`config.mk`:
```
export PLATFORM = sky130hd
export DESIGN_NAME = sdtq_div
export DESIGN_NICKNAME = d
export VERILOG_FILES = /design/src/rtl/assert_macros.svh /design/src/rtl/sdtq_pkg.sv /design/src/rtl/sdtq_div.sv
export SDC_FILE = /design/constraint.sdc
export NUM_CORES = 1
export LEC_CHECK = 0
export ABC_AREA = 0
export BUFFER_PORTS_ARGS = -buffer_cell sky130_fd_sc_hd__buf_2
export CAP_MARGIN = 25
export CORE_UTILIZATION = 65
export DETAILED_ROUTE_END_ITERATION = 12
export PLACE_DENSITY = 0.81
export SLEW_MARGIN = 20
export SYNTH_ARGS = -nofsm -noshare
export SYNTH_HDL_FRONTEND = slang
export SYNTH_SLANG_ARGS = --single-unit
```
`constraint.sdc`:
```
create_clock -name clock -period 13.28 [get_ports clock]
set_input_delay 0 -clock clock [delete_from_list [all_inputs] [get_ports clock]]
set_output_delay 0 -clock clock [all_outputs]
set_load 0.1 [all_outputs]
```
`src/rtl/assert_macros.svh`:
```
// Assertion macros shared by the RTL of the sorted deadline timer queue.
// No dependencies; included by files that carry concurrent checks.
`ifndef ASSERT_MACROS_SVH
`define ASSERT_MACROS_SVH
`ifndef SYNTHESIS
`define SDTQ_ASSERT_IMP(lbl, clk, rst, ante, cons) \
   lbl: assert property (@(posedge clk) disable iff (rst) (ante) |-> (cons)) \
      else $error("implication check failed");
`define SDTQ_ASSERT_NEXT(lbl, clk, rst, ante, cons) \
   lbl: assert property (@(posedge clk) disable iff (rst) (ante) |=> (cons)) \
      else $error("next-cycle check failed");
`else
`define SDTQ_ASSERT_IMP(lbl, clk, rst, ante, cons)
`define SDTQ_ASSERT_NEXT(lbl, clk, rst, ante, cons)
`endif
`endif

```
`src/rtl/sdtq_pkg.sv`:
```
// Package of the sorted deadline timer queue: item types, codes, cell types.
// No dependencies.
`timescale 1ns / 1ps
package sdtq_pkg;

   typedef struct packed {
      logic [1:0]  op;
      logic [15:0] timer_tag;
      logic [31:0] deadline_s;
      logic [31:0] repeat_ms;
      logic [31:0] now_s;
   } req_item_type;

   typedef struct packed {
      logic [2:0]  kind;
      logic [15:0] expired_tag;
      logic [31:0] next_deadline_s;
      logic        has_pending;
      logic [4:0]  pending_count;
      logic        last;
   } rsp_item_type;

   localparam logic [1:0] OP_ARM    = 2'd0;
   localparam logic [1:0] OP_CANCEL = 2'd1;
   localparam logic [1:0] OP_TICK   = 2'd2;
   localparam logic [1:0] OP_UNUSED = 2'd3;

   localparam logic [2:0] KIND_ARMED     = 3'd0;
   localparam logic [2:0] KIND_CANCELLED = 3'd1;
   localparam logic [2:0] KIND_NOT_FOUND = 3'd2;
   localparam logic [2:0] KIND_FULL      = 3'd3;
   localparam logic [2:0] KIND_EXPIRED   = 3'd4;
   localparam logic [2:0] KIND_NONE      = 3'd5;

   localparam int RESULT_CAP = 16;
   localparam int RES_CNT_W  = 5;

   // ms -> s rounding: (ms + 500) / 1000 == ((ms + 500) >> 3) / 125,
   // the divide by 125 done as a multiply by a 38-bit reciprocal
   localparam logic [32:0] DIV_ROUND_ADD = 33'd500;
   localparam int          RECIP_SHIFT   = 44;
   localparam logic [37:0] RECIP_M       =
      38'(((64'd1 << RECIP_SHIFT) / 64'd125) + 64'd1);
   localparam logic [18:0] RECIP_LO      = RECIP_M[18:0];
   localparam logic [18:0] RECIP_HI      = RECIP_M[37:19];

   typedef struct packed {
      logic [31:0] dl;
      logic [31:0] sec;
      logic        rep;
      logic        fired;
      logic        valid;
   } entry_type;

   typedef enum logic [1:0] {
      CELL_HOLD,
      CELL_INSERT,
      CELL_REMOVE,
      CELL_CLEAR
   } cell_op_type;

   typedef struct packed {
      cell_op_type op;
      logic        by_tag;
      entry_type   key;
   } cell_cmd_type;

   typedef enum logic [2:0] {
      ST_IDLE,
      ST_DIV,
      ST_INSERT,
      ST_CANCEL,
      ST_FIND,
      ST_REMOVE,
      ST_REINSERT,
      ST_EMIT
   } state_type;

   // wrap-aware: a is later than b when a-b is positive as signed
   function automatic logic is_later(input logic [31:0] a, input logic [31:0] b);
      logic [31:0] d;
      d = a - b;
      return (d != 32'd0) && !d[31];
   endfunction

endpackage

```
`src/rtl/sdtq_div.sv`:
```
// Rounding ms-to-seconds converter by a registered reciprocal multiply.
// Depends on sdtq_pkg.
`timescale 1ns / 1ps
module sdtq_div (
   input  logic        clock,
   input  logic        reset,
   input  logic        start,
   input  logic [31:0] ms,
   output logic        done,
   output logic [31:0] sec
);
   import sdtq_pkg::*;

   logic [32:0] rounded;
   logic [67:0] total;
   logic [29:0] y_ff;
   logic [48:0] lo_ff, hi_ff;
   logic [23:0] q_ff;
   logic        mul_ff, sum_ff, done_ff;

   // round, then drop the factor of 8 so only /125 is left
   assign rounded = {1'b0, ms} + DIV_ROUND_ADD;
   assign total   = {hi_ff, 19'd0} + {19'd0, lo_ff};

   always_ff @(posedge clock) begin
      if (reset) begin
         mul_ff  <= 1'b0;
         sum_ff  <= 1'b0;
         done_ff <= 1'b0;
      end else begin
         mul_ff  <= start;
         sum_ff  <= mul_ff;
         done_ff <= sum_ff;
      end
   end

   always_ff @(posedge clock) begin
      if (start) y_ff <= rounded[32:3];
      lo_ff <= 49'(y_ff) * 49'(RECIP_LO);
      hi_ff <= 49'(y_ff) * 49'(RECIP_HI);
      q_ff  <= total[67:RECIP_SHIFT];
   end

   assign done = done_ff;
   assign sec  = 32'(q_ff);

endmodule

```
==> results.toml <==
[cts]
cts.clk_slew.worst_paths_ns = 0.08
cts-root-buf = "clkbuf_16"
cts_num_sinks = 135
clk_path_buf_depth = 2
cts_setup_buffers = 0
cts_max_level = 4
cts_tree = "built"
cts_resized = 0
numCtsBuffers = 17
cts.hold.buffers_added = 43
clock_latency_ns = 0.47

[grt]
antenna_found_initial = 0
grtUsageTotal_pct = 34.0
grt_max_degree = 32
grt_overflow = 0
grt_pass1_wl_mm = 80.8
grt_pass1_vias = 15700

[logic_synthesis]
synth-async-reset-ratio_pct = 0
synth_cell_types = 80
ys_warn_count = 0
netlist_instances = 2077
synth_flop_cell = "dfxtp_1"
seq_area_frac_synth_pct = 14.7
ys_seq_elements = 135
synth_area_um2 = 20400
netlist_top_cells_count = "inv_1, ha_1, fa_1, dfxtp_1, a21oi_1"
avgSynthCellArea_um2 = 9.84
synth_edf_count = 30
synth.top_cell.area_share_pct = 29.8
synthTopCellsByArea = "fa_1, ha_1, dfxtp_1"
synth_top_area_cell = "fa_1"
post-synth-top-count-cell = "inv_1"

[setup_path]
cp_slowest_stage_delay_ns = 0.86
cp-startpoint = "y_ff[6]$_DFFE_PP_"
path_max_fanout = 9
crit_chain = "inv_1 > fa_1 > inv_1 > fa_1 > fa_1 > fa_1 > inv_1 > fa_1 > fa_1 > inv_1 > ha_1 > and4_1 > nor2b_1 > a22oi_1 > a31oi_2 > a31oi_1 > a311o_1 > o21bai_1 > a21oi_1 > xnor2_1"
crit_path_start_kind = "flip-flop"
cp_common_cell = "fa_1"
arrival_ns = 7.34
path_buf_inv = 4
r2r_slack_ns = 6.29
critPathTopFamily = "adder cells"
timing.rr.start = "y_ff[6]$_DFFE_PP_"
regToRegEndpoint = "lo_ff[47]$_DFF_P_"
worstPathRequired_ns = 13.63
crit_type = "flip-flop to flip-flop"
critPathSlowestCell = "edfxtp_1"
endpoint_kind = "flip-flop"
r2r_cells = 20

[placed_design]
place.gp.congestion = 0.978
dp_hpwl_mm = 41.7
dpl.cell_count = 2519
numPortBuffers = 57

[detailed_routing]
ant_nets = 0
drcViolationCount = 0
via_count = 14900
drt_wl_total_mm = 52.0
wl_per_cell_um = 20.0
dr.pass1.iters = 5
drtIter0Drc = 905
via_per_inst = 5.76

[sta]
layout_min_cycle_time_ns = 6.99
finClkSkew_ns = 0.0227
drv_slew = 0
fmax_ghz = 0.143
setup_viol = 0
final.period_utilization_pct = 52.6
hold_viol = 0
rsz0062_at_grt = "no"
whs_ns = 0.0868
relSlewSlack_pct = 36.3
setup_tns_ns = 0
tightest_slew_ns = 0.956

[die]
die-area_um2 = 32200
num_rows = 64
die_x_um = 179
pin_count = 68
core_area_um2 = 30700
start_util_pct = 66.5
die_h_um = 179

[flow_run]
max_cap_viol_count = 0

[worst_hold_path]
hold_start = "ms[2]"
hp-class = "primary input to flip-flop"
whs_path_depth = 3
whs_endpoint = "y_ff[4]$_DFFE_PP_"

[cells_and_area]
final-instance-count-excl-fill = 2594
final_util_pct = 72.2
syn2layout_area_growth_pct = 8.66
antenna_cells = 0
finalNetCount = 2896
drive_gt1_share_pct = 5.28

[run_status]
status = "complete, no violations"
stage by stage:
| step | area [um2] | worst slack, ns |
|---|---|---|
| floorplan | 20500 | 7.53 |
| finish | 22200 | 6.29 |
| global route | 22200 | 6.01 |
| global placement | 21200 | 6.54 |
| detailed placement | 21200 | 6.39 |
| CTS | 22200 | 6.39 |
layout by cell type (no fill, tap or decap), types with 30 or more instances in the layout:
cell type / n
nand2_1: 68
edfxtp_1: 30
inv_1: 553
dlygate4sd3_1: 43
dfxtp_1: 105
a21oi_1: 87
xnor2_1: 75
nand3_1: 35
xor2_1: 44
ha_1: 372
fa_1: 304
a21o_1: 46
buf_2: 57
o21ai_0: 40
nor2_1: 55
worst reg2reg max path: cells and delay by family, from the launching register on:
kind                       cells  cell delay (ns)
and+or+nand+nor                2             0.44
DFF                            1             0.86
AOI/OAI and AO/OA              6             1.53
buffers and inverters          4             0.50
xor gates and xnor gates       1             0.13
adders and majority gates      7             3.43
flip-flops by register name, summed over array words and instances, names as in the netlist:
register and cells:
hi_ff 49, y_ff 30, lo_ff 29, q_ff 24, done 1, mul_ff 1
sum_ff 1
cell type report:
type                    instances  area [um2]
fillers                      2209        8530
clock inverters                15         199
clock buffers                  17         425
inverters                     553        2080
well taps                     396         495
multi-input cells            1374       15300
repair buffers                104         746
flip-flops and latches        135        3000
kinds of logic (layout without fill, tap and decap cells):
kind of cell | after synthesis | after routing | share of synthesized area, %
fa+ha+maj | 676 | 676 | 52.5
buf+inv | 575 | 689 | 10.8
compound gates | 301 | 301 | 10.2
simple gates | 269 | 269 | 6.63
flops | 135 | 135 | 14.7
xor+xnor | 119 | 119 | 5.10
other cells | 1 | 8 | 0.0183
mux | 1 | 1 | 0.0490
routing by layer:
layer,part of all wire (%),up-vias,track usage [%]
met2,48,604,56.2
met5,0,-,0
met3,7.2,169,7.24
met1,39,7308,41.7
met4,5.3,0,18.0
li1,-,6849,-
how the worst max path moves through the flow:
stage	slack (ns)	endpoint	cells after the start
floorplan	7.53	lo_ff[47]$_DFF_P_	20
global placement	6.54	lo_ff[47]$_DFF_P_	20
detailed placement	6.39	lo_ff[47]$_DFF_P_	20
CTS	6.39	lo_ff[47]$_DFF_P_	20
global route	6.01	lo_ff[47]$_DFF_P_	20
finish	6.29	lo_ff[47]$_DFF_P_	20
Power is not shown: default switching activity piles up to over one toggle a cycle in this logic, so the estimate is an artifact.
