## src/rtl/assert_macros.svh

```systemverilog
// Assertion macros shared by the RTL of the sorted deadline timer queue.
// No dependencies; included by files that carry concurrent checks.
`ifndef ASSERT_MACROS_SVH
`define ASSERT_MACROS_SVH
`ifndef SYNTHESIS
`define SDTQ_ASSERT_IMP(lbl, clk, rst, ante, cons) \
   lbl: assert property (@(posedge clk) disable iff (rst) (ante) |-> (cons)) \
      else $error("implication check failed");
`define SDTQ_ASSERT_NEXT(lbl, clk, rst, ante, cons) \
   lbl: assert property (@(posedge clk) disable iff (rst) (ante) |=> (cons)) \
      else $error("next-cycle check failed");
`else
`define SDTQ_ASSERT_IMP(lbl, clk, rst, ante, cons)
`define SDTQ_ASSERT_NEXT(lbl, clk, rst, ante, cons)
`endif
`endif

```

## src/rtl/sdtq_pkg.sv

```systemverilog
// Package of the sorted deadline timer queue: item types, codes, cell types.
// No dependencies.
`timescale 1ns / 1ps
package sdtq_pkg;

   typedef struct packed {
      logic [1:0]  op;
      logic [15:0] timer_tag;
      logic [31:0] deadline_s;
      logic [31:0] repeat_ms;
      logic [31:0] now_s;
   } req_item_type;

   typedef struct packed {
      logic [2:0]  kind;
      logic [15:0] expired_tag;
      logic [31:0] next_deadline_s;
      logic        has_pending;
      logic [4:0]  pending_count;
      logic        last;
   } rsp_item_type;

   localparam logic [1:0] OP_ARM    = 2'd0;
   localparam logic [1:0] OP_CANCEL = 2'd1;
   localparam logic [1:0] OP_TICK   = 2'd2;
   localparam logic [1:0] OP_UNUSED = 2'd3;

   localparam logic [2:0] KIND_ARMED     = 3'd0;
   localparam logic [2:0] KIND_CANCELLED = 3'd1;
   localparam logic [2:0] KIND_NOT_FOUND = 3'd2;
   localparam logic [2:0] KIND_FULL      = 3'd3;
   localparam logic [2:0] KIND_EXPIRED   = 3'd4;
   localparam logic [2:0] KIND_NONE      = 3'd5;

   localparam int RESULT_CAP = 16;
   localparam int RES_CNT_W  = 5;

   // ms -> s rounding: (ms + 500) / 1000 == ((ms + 500) >> 3) / 125,
   // the divide by 125 done as a multiply by a 38-bit reciprocal
   localparam logic [32:0] DIV_ROUND_ADD = 33'd500;
   localparam int          RECIP_SHIFT   = 44;
   localparam logic [37:0] RECIP_M       =
      38'(((64'd1 << RECIP_SHIFT) / 64'd125) + 64'd1);
   localparam logic [18:0] RECIP_LO      = RECIP_M[18:0];
   localparam logic [18:0] RECIP_HI      = RECIP_M[37:19];

   typedef struct packed {
      logic [31:0] dl;
      logic [31:0] sec;
      logic        rep;
      logic        fired;
      logic        valid;
   } entry_type;

   typedef enum logic [1:0] {
      CELL_HOLD,
      CELL_INSERT,
      CELL_REMOVE,
      CELL_CLEAR
   } cell_op_type;

   typedef struct packed {
      cell_op_type op;
      logic        by_tag;
      entry_type   key;
   } cell_cmd_type;

   typedef enum logic [2:0] {
      ST_IDLE,
      ST_DIV,
      ST_INSERT,
      ST_CANCEL,
      ST_FIND,
      ST_REMOVE,
      ST_REINSERT,
      ST_EMIT
   } state_type;

   // wrap-aware: a is later than b when a-b is positive as signed
   function automatic logic is_later(input logic [31:0] a, input logic [31:0] b);
      logic [31:0] d;
      d = a - b;
      return (d != 32'd0) && !d[31];
   endfunction

endpackage

```

## src/rtl/sdtq_cell.sv

```systemverilog
// One slot of the sorted timer chain; shifts with its neighbors on insert/remove.
// Depends on sdtq_pkg.
`timescale 1ns / 1ps
module sdtq_cell #(
   parameter int TAG_BITS = 16
) (
   input  logic                  clock,
   input  logic                  reset,
   input  sdtq_pkg::cell_cmd_type cmd,
   input  logic [TAG_BITS-1:0]   key_tag,
   input  sdtq_pkg::entry_type   left_entry,
   input  logic [TAG_BITS-1:0]   left_tag,
   input  sdtq_pkg::entry_type   right_entry,
   input  logic [TAG_BITS-1:0]   right_tag,
   input  logic                  ins_in,
   output logic                  ins_out,
   input  logic                  rm_in,
   output logic                  rm_out,
   output logic                  sel,
   output sdtq_pkg::entry_type   entry_out,
   output logic [TAG_BITS-1:0]   tag_out
);
   import sdtq_pkg::*;

   entry_type           ent_ff, ent_in;
   logic [TAG_BITS-1:0] tag_ff, tag_in;
   logic                later, hit;

   always_comb begin
      later   = !ent_ff.valid || is_later(ent_ff.dl, cmd.key.dl);
      hit     = ent_ff.valid && (cmd.by_tag ? (tag_ff == key_tag) : !ent_ff.fired);
      ins_out = ins_in | later;
      rm_out  = rm_in | hit;
      sel     = hit & !rm_in;
      ent_in  = ent_ff;
      tag_in  = tag_ff;
      case (cmd.op)
         CELL_INSERT: begin
            if (ins_in) begin
               ent_in = left_entry;
               tag_in = left_tag;
            end else if (later) begin
               ent_in = cmd.key;
               tag_in = key_tag;
            end
         end
         CELL_REMOVE: begin
            if (rm_in | hit) begin
               ent_in = right_entry;
               tag_in = right_tag;
            end
         end
         CELL_CLEAR: ent_in.fired = 1'b0;
         default: ;
      endcase
   end

   always_ff @(posedge clock) begin
      if (reset) begin
         ent_ff <= '0;
         tag_ff <= '0;
      end else begin
         ent_ff <= ent_in;
         tag_ff <= tag_in;
      end
   end

   assign entry_out = ent_ff;
   assign tag_out   = tag_ff;

endmodule

```

## config.mk

```make
export PLATFORM = sky130hd
export DESIGN_NAME = sdtq_cell
export DESIGN_NICKNAME = d
export VERILOG_FILES = /design/src/rtl/assert_macros.svh /design/src/rtl/sdtq_pkg.sv /design/src/rtl/sdtq_cell.sv
export SDC_FILE = /design/constraint.sdc
export NUM_CORES = 1
export LEC_CHECK = 0
export BUFFER_PORTS_ARGS = -buffer_cell sky130_fd_sc_hd__buf_4
export CORE_AREA = 2 2 133 135
export CTS_BUF_LIST = sky130_fd_sc_hd__clkbuf_16
export DETAILED_ROUTE_END_ITERATION = 8
export DIE_AREA = 0 0 135 137
export GPL_TIMING_DRIVEN = 0
export PLACE_DENSITY = 0.87
export SLEW_MARGIN = 40
export SYNTH_ARGS = -nofsm -noshare
export SYNTH_HDL_FRONTEND = slang
export SYNTH_SLANG_ARGS = --single-unit
```

## constraint.sdc

```tcl
create_clock -name clock -period 4.9 [get_ports clock]
set_input_delay 0.49 -clock clock [delete_from_list [all_inputs] [get_ports clock]]
set_output_delay 0.49 -clock clock [all_outputs]
set_load 0.05 [all_outputs]
```

==> results of run 1 <==
-- metrics by stage --
stage                     util, %  cells  hold WS, ps
after floorplan                 -   1077          700
after global placement       62.6   1643          447
after detailed placement     62.6   1643          450
after CTS                    64.3   1659          471
after global routing         64.3   1659          488
final                        64.3   1659          467
-- placed cells by master (no fill, tap or decap), types with 4 or more instances in the layout --
cell	instances
buf_4	341
a21oi_1	122
nand2_1	119
o21ai_0	100
nor3_1	92
mux2i_1	86
dfxtp_1	83
o2bb2ai_1	82
clkbuf_1	68
inv_1	44
ha_1	31
nor2_1	30
xnor2_1	24
nand4_1	17
buf_2	14
nand3_1	13
a31oi_1	10
o21ai_1	9
clkbuf_16	9
nand2b_1	8
a21o_1	8
buf_6	8
nor2b_1	6
and2_1	6
o21a_1	6
a211oi_1	6
o2111ai_1	6
and3_1	5
o31ai_1	5
o211ai_1	5
and4_1	4
nor4_1	4
inv_6	4
-- power groups by stage --
stage	Combinational, µW	Sequential [µW]	Clock [µW]
after floorplan	708	1080	0
after global placement	1470	829	0
after detailed placement	1490	830	0
final	1520	820	676
after global routing	1620	827	711
after CTS	1490	817	686
-- layer usage --
layer,global-route usage (%),vias up
met5,0,-
met3,5.44,76
li1,-,4721
met2,55.0,539
met4,13.1,0
met1,41.2,4565
-- final timing paths --
| kind | endpoint | slack [ps] | depth (start not counted) |
|---|---|---|---|
| max | ins_out | 470 | 12 |
| min | entry_out[14] | 470 | 1 |
| max reg2reg | entry_out[12] | 730 | 14 |
| min reg2reg | entry_out[14] | 470 | 1 |
-- cell type report --
type,count,area share [%]
Clock inverter,7,0.525
Sequential cell,83,15.2
Buffer,92,3.88
Multi-Input combinational cell,858,51.0
Timing Repair Buffer,341,23.4
Tap cell,225,2.57
Clock buffer,9,2.05
Inverter,44,1.51
-- cell families after synthesis --
logic type      after synthesis  share of synthesized area [%]
xor+xnor                     26                           2.91
fa+ha+maj                    32                           5.21
simple gates                313                           18.7
compound gates              400                           33.3
buf+inv                     136                           7.50
mux                          87                           11.1
flops                        83                           21.2
-- sequential cells by signal (all words and copies together), names as in the netlist --
register   count
entry_out     67
tag_out       16
-- repair_timing --
| item | in CTS | in global routing |
|---|---|---|
| gates resized for setup | 0 | 2 |
| setup endpoints to repair | 0 | 1 |
| setup buffers | 0 | 0 |
| hold buffers | 0 | 0 |
-- critical path: stages, from the launching register on --
cell	delay, ps
dfxtp_1	410
ha_1	260
nor2b_1	150
o31ai_2	550
a21oi_1	170
o21ai_1	370
a21oi_1	170
a211oi_1	360
xnor2_1	270
clkbuf_2	390
nand2b_1	150
nand2b_1	120
buf_4	210
==> results.cfg, run 1 <==
[sta]
hold_viol = 0
final_max_slew_viol_count = 0
min_period_ps = 4430
fin_ws_ps = 467
rsz0062_at_grt = no
fin_worst_skew_ps = 10.5
fin_crit_sh_pct = 90.5
setup_tns_ps = 0
relSlewSlack_pct = 46.9
finalSetupViolations = 0
worstMarginPinSlew_ps = 796
fmax_ghz = 0.226

[floorplan]
die_area_um2 = 18500
start_util_pct = 45.9
fp-row-count = 48
ioPinCount = 342
core_region_area_um2 = 17100
die_h_um = 137
fp.dieW_um = 135

[power]
p_int_uw = 1670
pwr-share-clk_pct = 22.4
p_per_area_nw_per_um2 = 275
p_leak_uw = 0.00476
swShare_pct = 44.5
p_comb_share_pct = 50.3
p_sw_uw = 1340
peakVddDrop_mv = 0.171
p_total_uw = 3010
pwr-share-seq_pct = 27.2

[critical_path]
crit_fanout = 10
r2r-start = entry_out[56]
arrival_ps = 3940
worstPathRequired_ps = 4410
end_kind = output pin
path_class = register to output pin
cp-start-kind = register
cp-startpoint = entry_out[36]

[clocking]
clkLatencyLatePin_ps = 360
cts_tree = yes
root_buffer = clkbuf_16
cts_sinks = 83
clkTransAtPathRegs_ps = 70
numCtsBuffers = 9
clockBufferDepth = 2
h-tree-depth = 3

[detailed_routing]
wl_met2_um = 15000
drc_errors = 0
totalWireLength_um = 31400
wl_met1_um = 12700
first_pass_iters = 8
ant_nets = 0
drt_iter0_drc = 865
post_drt_wl_per_cell_um = 18.9
drt-vias-per-instance = 5.97
dr_wl_met3_um = 2590
num_vias = 9901
highest_layer = met4

[yosys]
synth_top_area_cell = dfxtp_1
syn_nets = 1365
netlist_area_um2 = 7840
synthArstFlopShare_pct = 0
ys.flop_type = dfxtp_1
ys_seq_area_share_pct = 21.2
synth.distinct_cells = 66
syn_area_per_cell_um2 = 7.28
ys_seq_elements = 83
synthTopCellsByArea = dfxtp_1, mux2i_1, o2bb2ai_1
synth_edf_count = 0
yosys.cell_count.top_type = a21oi_1
yosysWarnings = 0
synth_commonest_cells = a21oi_1, nand2_1, o21ai_0
synthCells = 1077
synth.top_cell.area_share_pct = 21.2

[placed_design]
gp_congestion = 0.947
pre_cts_slack_ps = 351
dpl.hpwl_um = 24700
place_area_um2 = 10700
numPortBuffers = 341

[global_routing]
gr-total-overflow = 0
track_usage_pct = 32.5
grt_start_max_net_pins = 17
grt_pass1_wl_um = 47800
antenna_found_initial = 0
grt_pass1_vias = 9249

[layout]
nNetsFinal = 1717
num_antenna_cells = 0
syn_to_final_growth_pct = 39.9
drive_gt1_share_pct = 27.3
regArea_um2 = 1660
multiInputGateArea_um2 = 5590
stdcell_area_um2 = 11000
fill_cells = 1509

[worst_hold_path]
worstHoldStart = entry_out[14]
hp-class = register to register

[job]
drv_cap = 0

[status]
status = complete, no violations
Note: power is estimated with default switching activity, not from simulation.
==> run 2: changes to the inputs <==
==> constraint.sdc (replaced) <==
create_clock -name clock -period 5.6 [get_ports clock]
set_input_delay 0.56 -clock clock [delete_from_list [all_inputs] [get_ports clock]]
set_output_delay 0.56 -clock clock [all_outputs]
set_load 0.05 [all_outputs]
==> results.cfg, run 2 (synthesized netlist as in run 1, its figures left out) <==
[sta]
final_max_slew_viol_count = 0
fin_ws_ps = 855
worstMarginPinSlew_ps = 795
hold_viol = 0
fmax_ghz = 0.211
relSlewSlack_pct = 47.0
setup_tns_ps = 0
fin_crit_sh_pct = 84.7
fin_worst_skew_ps = 10.6
rsz0062_at_grt = no
finalSetupViolations = 0
min_period_ps = 4750

[layout]
num_antenna_cells = 0
largest_reg_flops = 67
layout_commonest_cell = buf_4
drive_gt1_share_pct = 27.2
fin_util_pct = 64.3
nNetsFinal = 1717
final_cells = 1659
final_cell_mix = buf_4, a21oi_1, nand2_1, o21ai_0, nor3_1
syn_to_final_growth_pct = 39.9
fill_cells = 1507

[job]
drv_cap = 0

[power]
p_total_uw = 2640
p_per_area_nw_per_um2 = 240
p_leak_uw = 0.00476
peakVddDrop_mv = 0.150

[clocking]
clkLatencyLatePin_ps = 360
cts_hold_buffers = 0
cts_sinks = 83
cts_tree = yes
clkTransAtPathRegs_ps = 70
cts_resized = 0
root_buffer = clkbuf_16
h-tree-depth = 3
clockBufferDepth = 2
numCtsBuffers = 9
cts_setup_buffers = 0

[floorplan]
ioPinCount = 342
fp.dieW_um = 135
die_h_um = 137
fp-row-count = 48
core_region_area_um2 = 17100
die_area_um2 = 18500
start_util_pct = 45.9

[critical_path]
crit_fanout = 10
path_class = register to output pin
worstPathRequired_ps = 5040
arrival_ps = 4190
end_kind = output pin
cp-start-kind = register
rr_worst_depth = 13

[placed_design]
gp_congestion = 0.947
pre_cts_slack_ps = 911
numPortBuffers = 341
dpl.hpwl_um = 24700
dp.cells = 1643

[global_routing]
antenna_found_initial = 0
track_usage_pct = 32.5
grt_pass1_vias = 9249
grt_pass1_wl_um = 47800
gr-total-overflow = 0
grt_start_max_net_pins = 17

[detailed_routing]
first_pass_iters = 5
num_vias = 9904
ant_nets = 0
drt_iter0_drc = 865
drt-vias-per-instance = 5.97
wl_met1_um = 12800
highest_layer = met4
wl_met2_um = 15000
totalWireLength_um = 31400
post_drt_wl_per_cell_um = 18.9
dr_wl_met3_um = 2570
drc_errors = 0

[status]
status = complete, no violations

[worst_hold_path]
whs_path_depth = 1
hp-class = register to register
run 2: cell counts in the layout (fill, tap and decap cells not counted):
Identical to the previous run, type by type.
run 2: cell type report:
cell class                      instances  area (µm²)  area share, %
Buffer                                 92         424           3.87
Clock buffer                            9         225           2.05
Clock inverter                          7        57.6          0.525
Inverter                               44         165           1.51
Multi-Input combinational cell        858        5590           51.0
Sequential cell                        83        1660           15.2
Tap cell                              225         282           2.57
Timing Repair Buffer                  341        2560           23.4
run 2: path summary, 6_finish.rpt:
path                      start  slack [ps]            end
setup / recovery  entry_out[36]         850        ins_out
hold / removal    entry_out[14]         470  entry_out[14]
setup reg to reg  entry_out[36]        1300  entry_out[47]
hold reg to reg   entry_out[14]         470  entry_out[14]
run 2: layer usage:
metal | vias up | track usage, %
met5 | - | 0
met3 | 76 | 5.44
li1 | 4720 | -
met4 | 0 | 13.1
met2 | 538 | 55.0
met1 | 4570 | 41.2
run 2: power breakdown:
part	total, µW	internal [µW]	switching, µW
clock network	593	307	285
logic	1330	496	829
registers	717	658	59.2
run 2: worst max-delay path, cell delays in order (launching register included):
cell and delay, ps:
dfxtp_1 410, ha_1 260, nor2b_1 150, o31ai_2 550, a21oi_1 170, o21ai_1 370, a21oi_1 170, a211oi_1 360
xnor2_1 270, clkbuf_1 590, nand2b_1 190, nand2b_1 120, buf_4 210
run 2: stage by stage:
stage                     hold WS [ps]  cell area, µm²
after global routing               488           11000
final                              467           11000
after CTS                          471           11000
after floorplan                    700            7840
after detailed placement           450           10700
after global placement             447           10700
==> run 3: changes to the inputs <==
--- a/config.mk
+++ b/config.mk
@@ -6,10 +6,10 @@
 export NUM_CORES = 1
 export LEC_CHECK = 0
 export BUFFER_PORTS_ARGS = -buffer_cell sky130_fd_sc_hd__buf_4
-export CORE_AREA = 2 2 133 135
+export CORE_ASPECT_RATIO = 0.8
+export CORE_UTILIZATION = 44
 export CTS_BUF_LIST = sky130_fd_sc_hd__clkbuf_16
 export DETAILED_ROUTE_END_ITERATION = 8
-export DIE_AREA = 0 0 135 137
 export GPL_TIMING_DRIVEN = 0
 export PLACE_DENSITY = 0.87
 export SLEW_MARGIN = 40
==> constraint.sdc (replaced) <==
create_clock -name clock -period 4.2 [get_ports clock]
set_input_delay 0.42 -clock clock [delete_from_list [all_inputs] [get_ports clock]]
set_output_delay 0.42 -clock clock [all_outputs]
set_load 0.05 [all_outputs]
==> results.cfg, run 3 (synthesized netlist as in run 1, its figures left out) <==
[worst_hold_path]
worstHoldStart = right_entry[33]
hp-class = primary input to register

[clocking]
clockBufferDepth = 2
cts_sinks = 83
clkLatencyLatePin_ps = 350
clkTransAtPathRegs_ps = 70
root_buffer = clkbuf_16
numCtsBuffers = 9
h-tree-depth = 3
cts_hold_buffers = 0
cts_tree = yes

[global_routing]
antenna_found_initial = 0
gr-usage-met1_pct = 45.7
track_usage_pct = 33.3
grtUsageMet3_pct = 4.81
grt_pass1_wl_um = 47500
grt.busiest_layer = met2
grt_start_max_net_pins = 17
grt_pass1_vias = 8882
met2_usage_pct = 53.3
gr-total-overflow = 0

[layout]
largest_reg_flops = 67
syn_to_final_growth_pct = 40.9
nNetsFinal = 1719
drive_gt1_share_pct = 28.1
fill_cells = 1604
stdcell_area_um2 = 11000
num_antenna_cells = 0
final_cell_mix = buf_4, a21oi_1, nand2_1, o21ai_0, nor3_1
layout_commonest_cell = buf_4

[critical_path]
end_kind = output pin
crit_fanout = 10
arrival_ps = 3630
cp-start-kind = register
r2r-start = entry_out[52]
worstPathRequired_ps = 3780
cp-startpoint = entry_out[52]
path_class = register to output pin

[floorplan]
fp.dieW_um = 151
core_region_area_um2 = 17400
ioPinCount = 342
fp-row-count = 43
die_h_um = 121
start_util_pct = 45.1
die_area_um2 = 18400

[detailed_routing]
post_drt_wl_per_cell_um = 19.1
drt_iter0_drc = 733
totalWireLength_um = 31800
drc_errors = 0
drt-vias-per-instance = 5.98
ant_nets = 0
num_vias = 9937
first_pass_iters = 8

[placed_design]
numPortBuffers = 341
dpl.hpwl_um = 25200
place_area_um2 = 10700
gp_congestion = 0.926

[sta]
relSlewSlack_pct = 44.2
min_period_ps = 4050
final_max_slew_viol_count = 0
fin_crit_sh_pct = 96.3
hold_viol = 0
finalSetupViolations = 0
worstMarginPinSlew_ps = 838
fmax_ghz = 0.247
fin_worst_skew_ps = 10.8
setup_tns_ps = 0

[power]
p_per_area_nw_per_um2 = 320
swShare_pct = 44.6
p_int_uw = 1960
pwr-share-seq_pct = 27.1
p_comb_share_pct = 50.7
peakVddDrop_mv = 0.201
p_total_uw = 3530
p_sw_uw = 1580
p_leak_uw = 0.00479
pwr-share-clk_pct = 22.1

[status]
status = complete, no violations

[job]
drv_cap = 0
[run 3: power groups by stage]
stage / Sequential (µW) / Combinational [µW] / Clock, µW
after CTS: 956 / 1760 / 788
after global placement: 971 / 1730 / 0
after detailed placement: 971 / 1740 / 0
after global routing: 966 / 1910 / 819
after floorplan: 1260 / 825 / 0
final: 959 / 1790 / 781
[run 3: area by class of cell]
cell class | instances | area, µm² | share of cell area, %
Tap cell | 225 | 282 | 2.55
Clock inverter | 7 | 61.3 | 0.555
Multi-Input combinational cell | 858 | 5640 | 51.1
Timing Repair Buffer | 343 | 2570 | 23.3
Clock buffer | 9 | 225 | 2.04
Sequential cell | 83 | 1660 | 15.0
Inverter | 44 | 165 | 1.50
Buffer | 92 | 430 | 3.90
[run 3: timing repair]
item | CTS | global route
setup endpoints to repair | 61 | 81
cloned | 0 | 0
gates resized for setup | 4 | 9
pin swaps | 0 | 3
setup buffers | 0 | 2
[run 3: per-stage QoR]
step | utilization [%] | cells | hold WS, ps | setup WS [ps]
2_1_floorplan | - | 1077 | 656 | 504
4_1_cts | 63.2 | 1659 | 418 | 9.55
6_report | 63.5 | 1661 | 431 | 154
3_3_place_gp | 61.4 | 1643 | 446 | -316
5_1_grt | 63.5 | 1661 | 447 | -9.17
3_5_place_dp | 61.5 | 1643 | 448 | -343
[run 3: worst paths after layout]
kind,to,slack (ps),cells after the start
worst min register to register,entry_out[27],470,1
worst min-delay path,entry_out[33],430,5
worst max-delay path,ins_out,150,12
worst max register to register,entry_out[17],190,13
[run 3: per-layer routing]
metal	part of all wire [%]	routed length, µm
met1	43	13800
met2	46	14500
met3	8.2	2600
met4	2.8	879
met5	0	0
[run 3: worst max-delay path, cell delays in order (launching register included)]
cell and delay [ps]:
dfxtp_1 340, ha_1 340, buf_2 230, nand4_1 360
nor3_1 570, o311ai_1 170, a211oi_2 210, o2111ai_2 160
nor4_2 260, nand4_1 230, nand2b_1 130, nand2b_1 70
buf_4 190
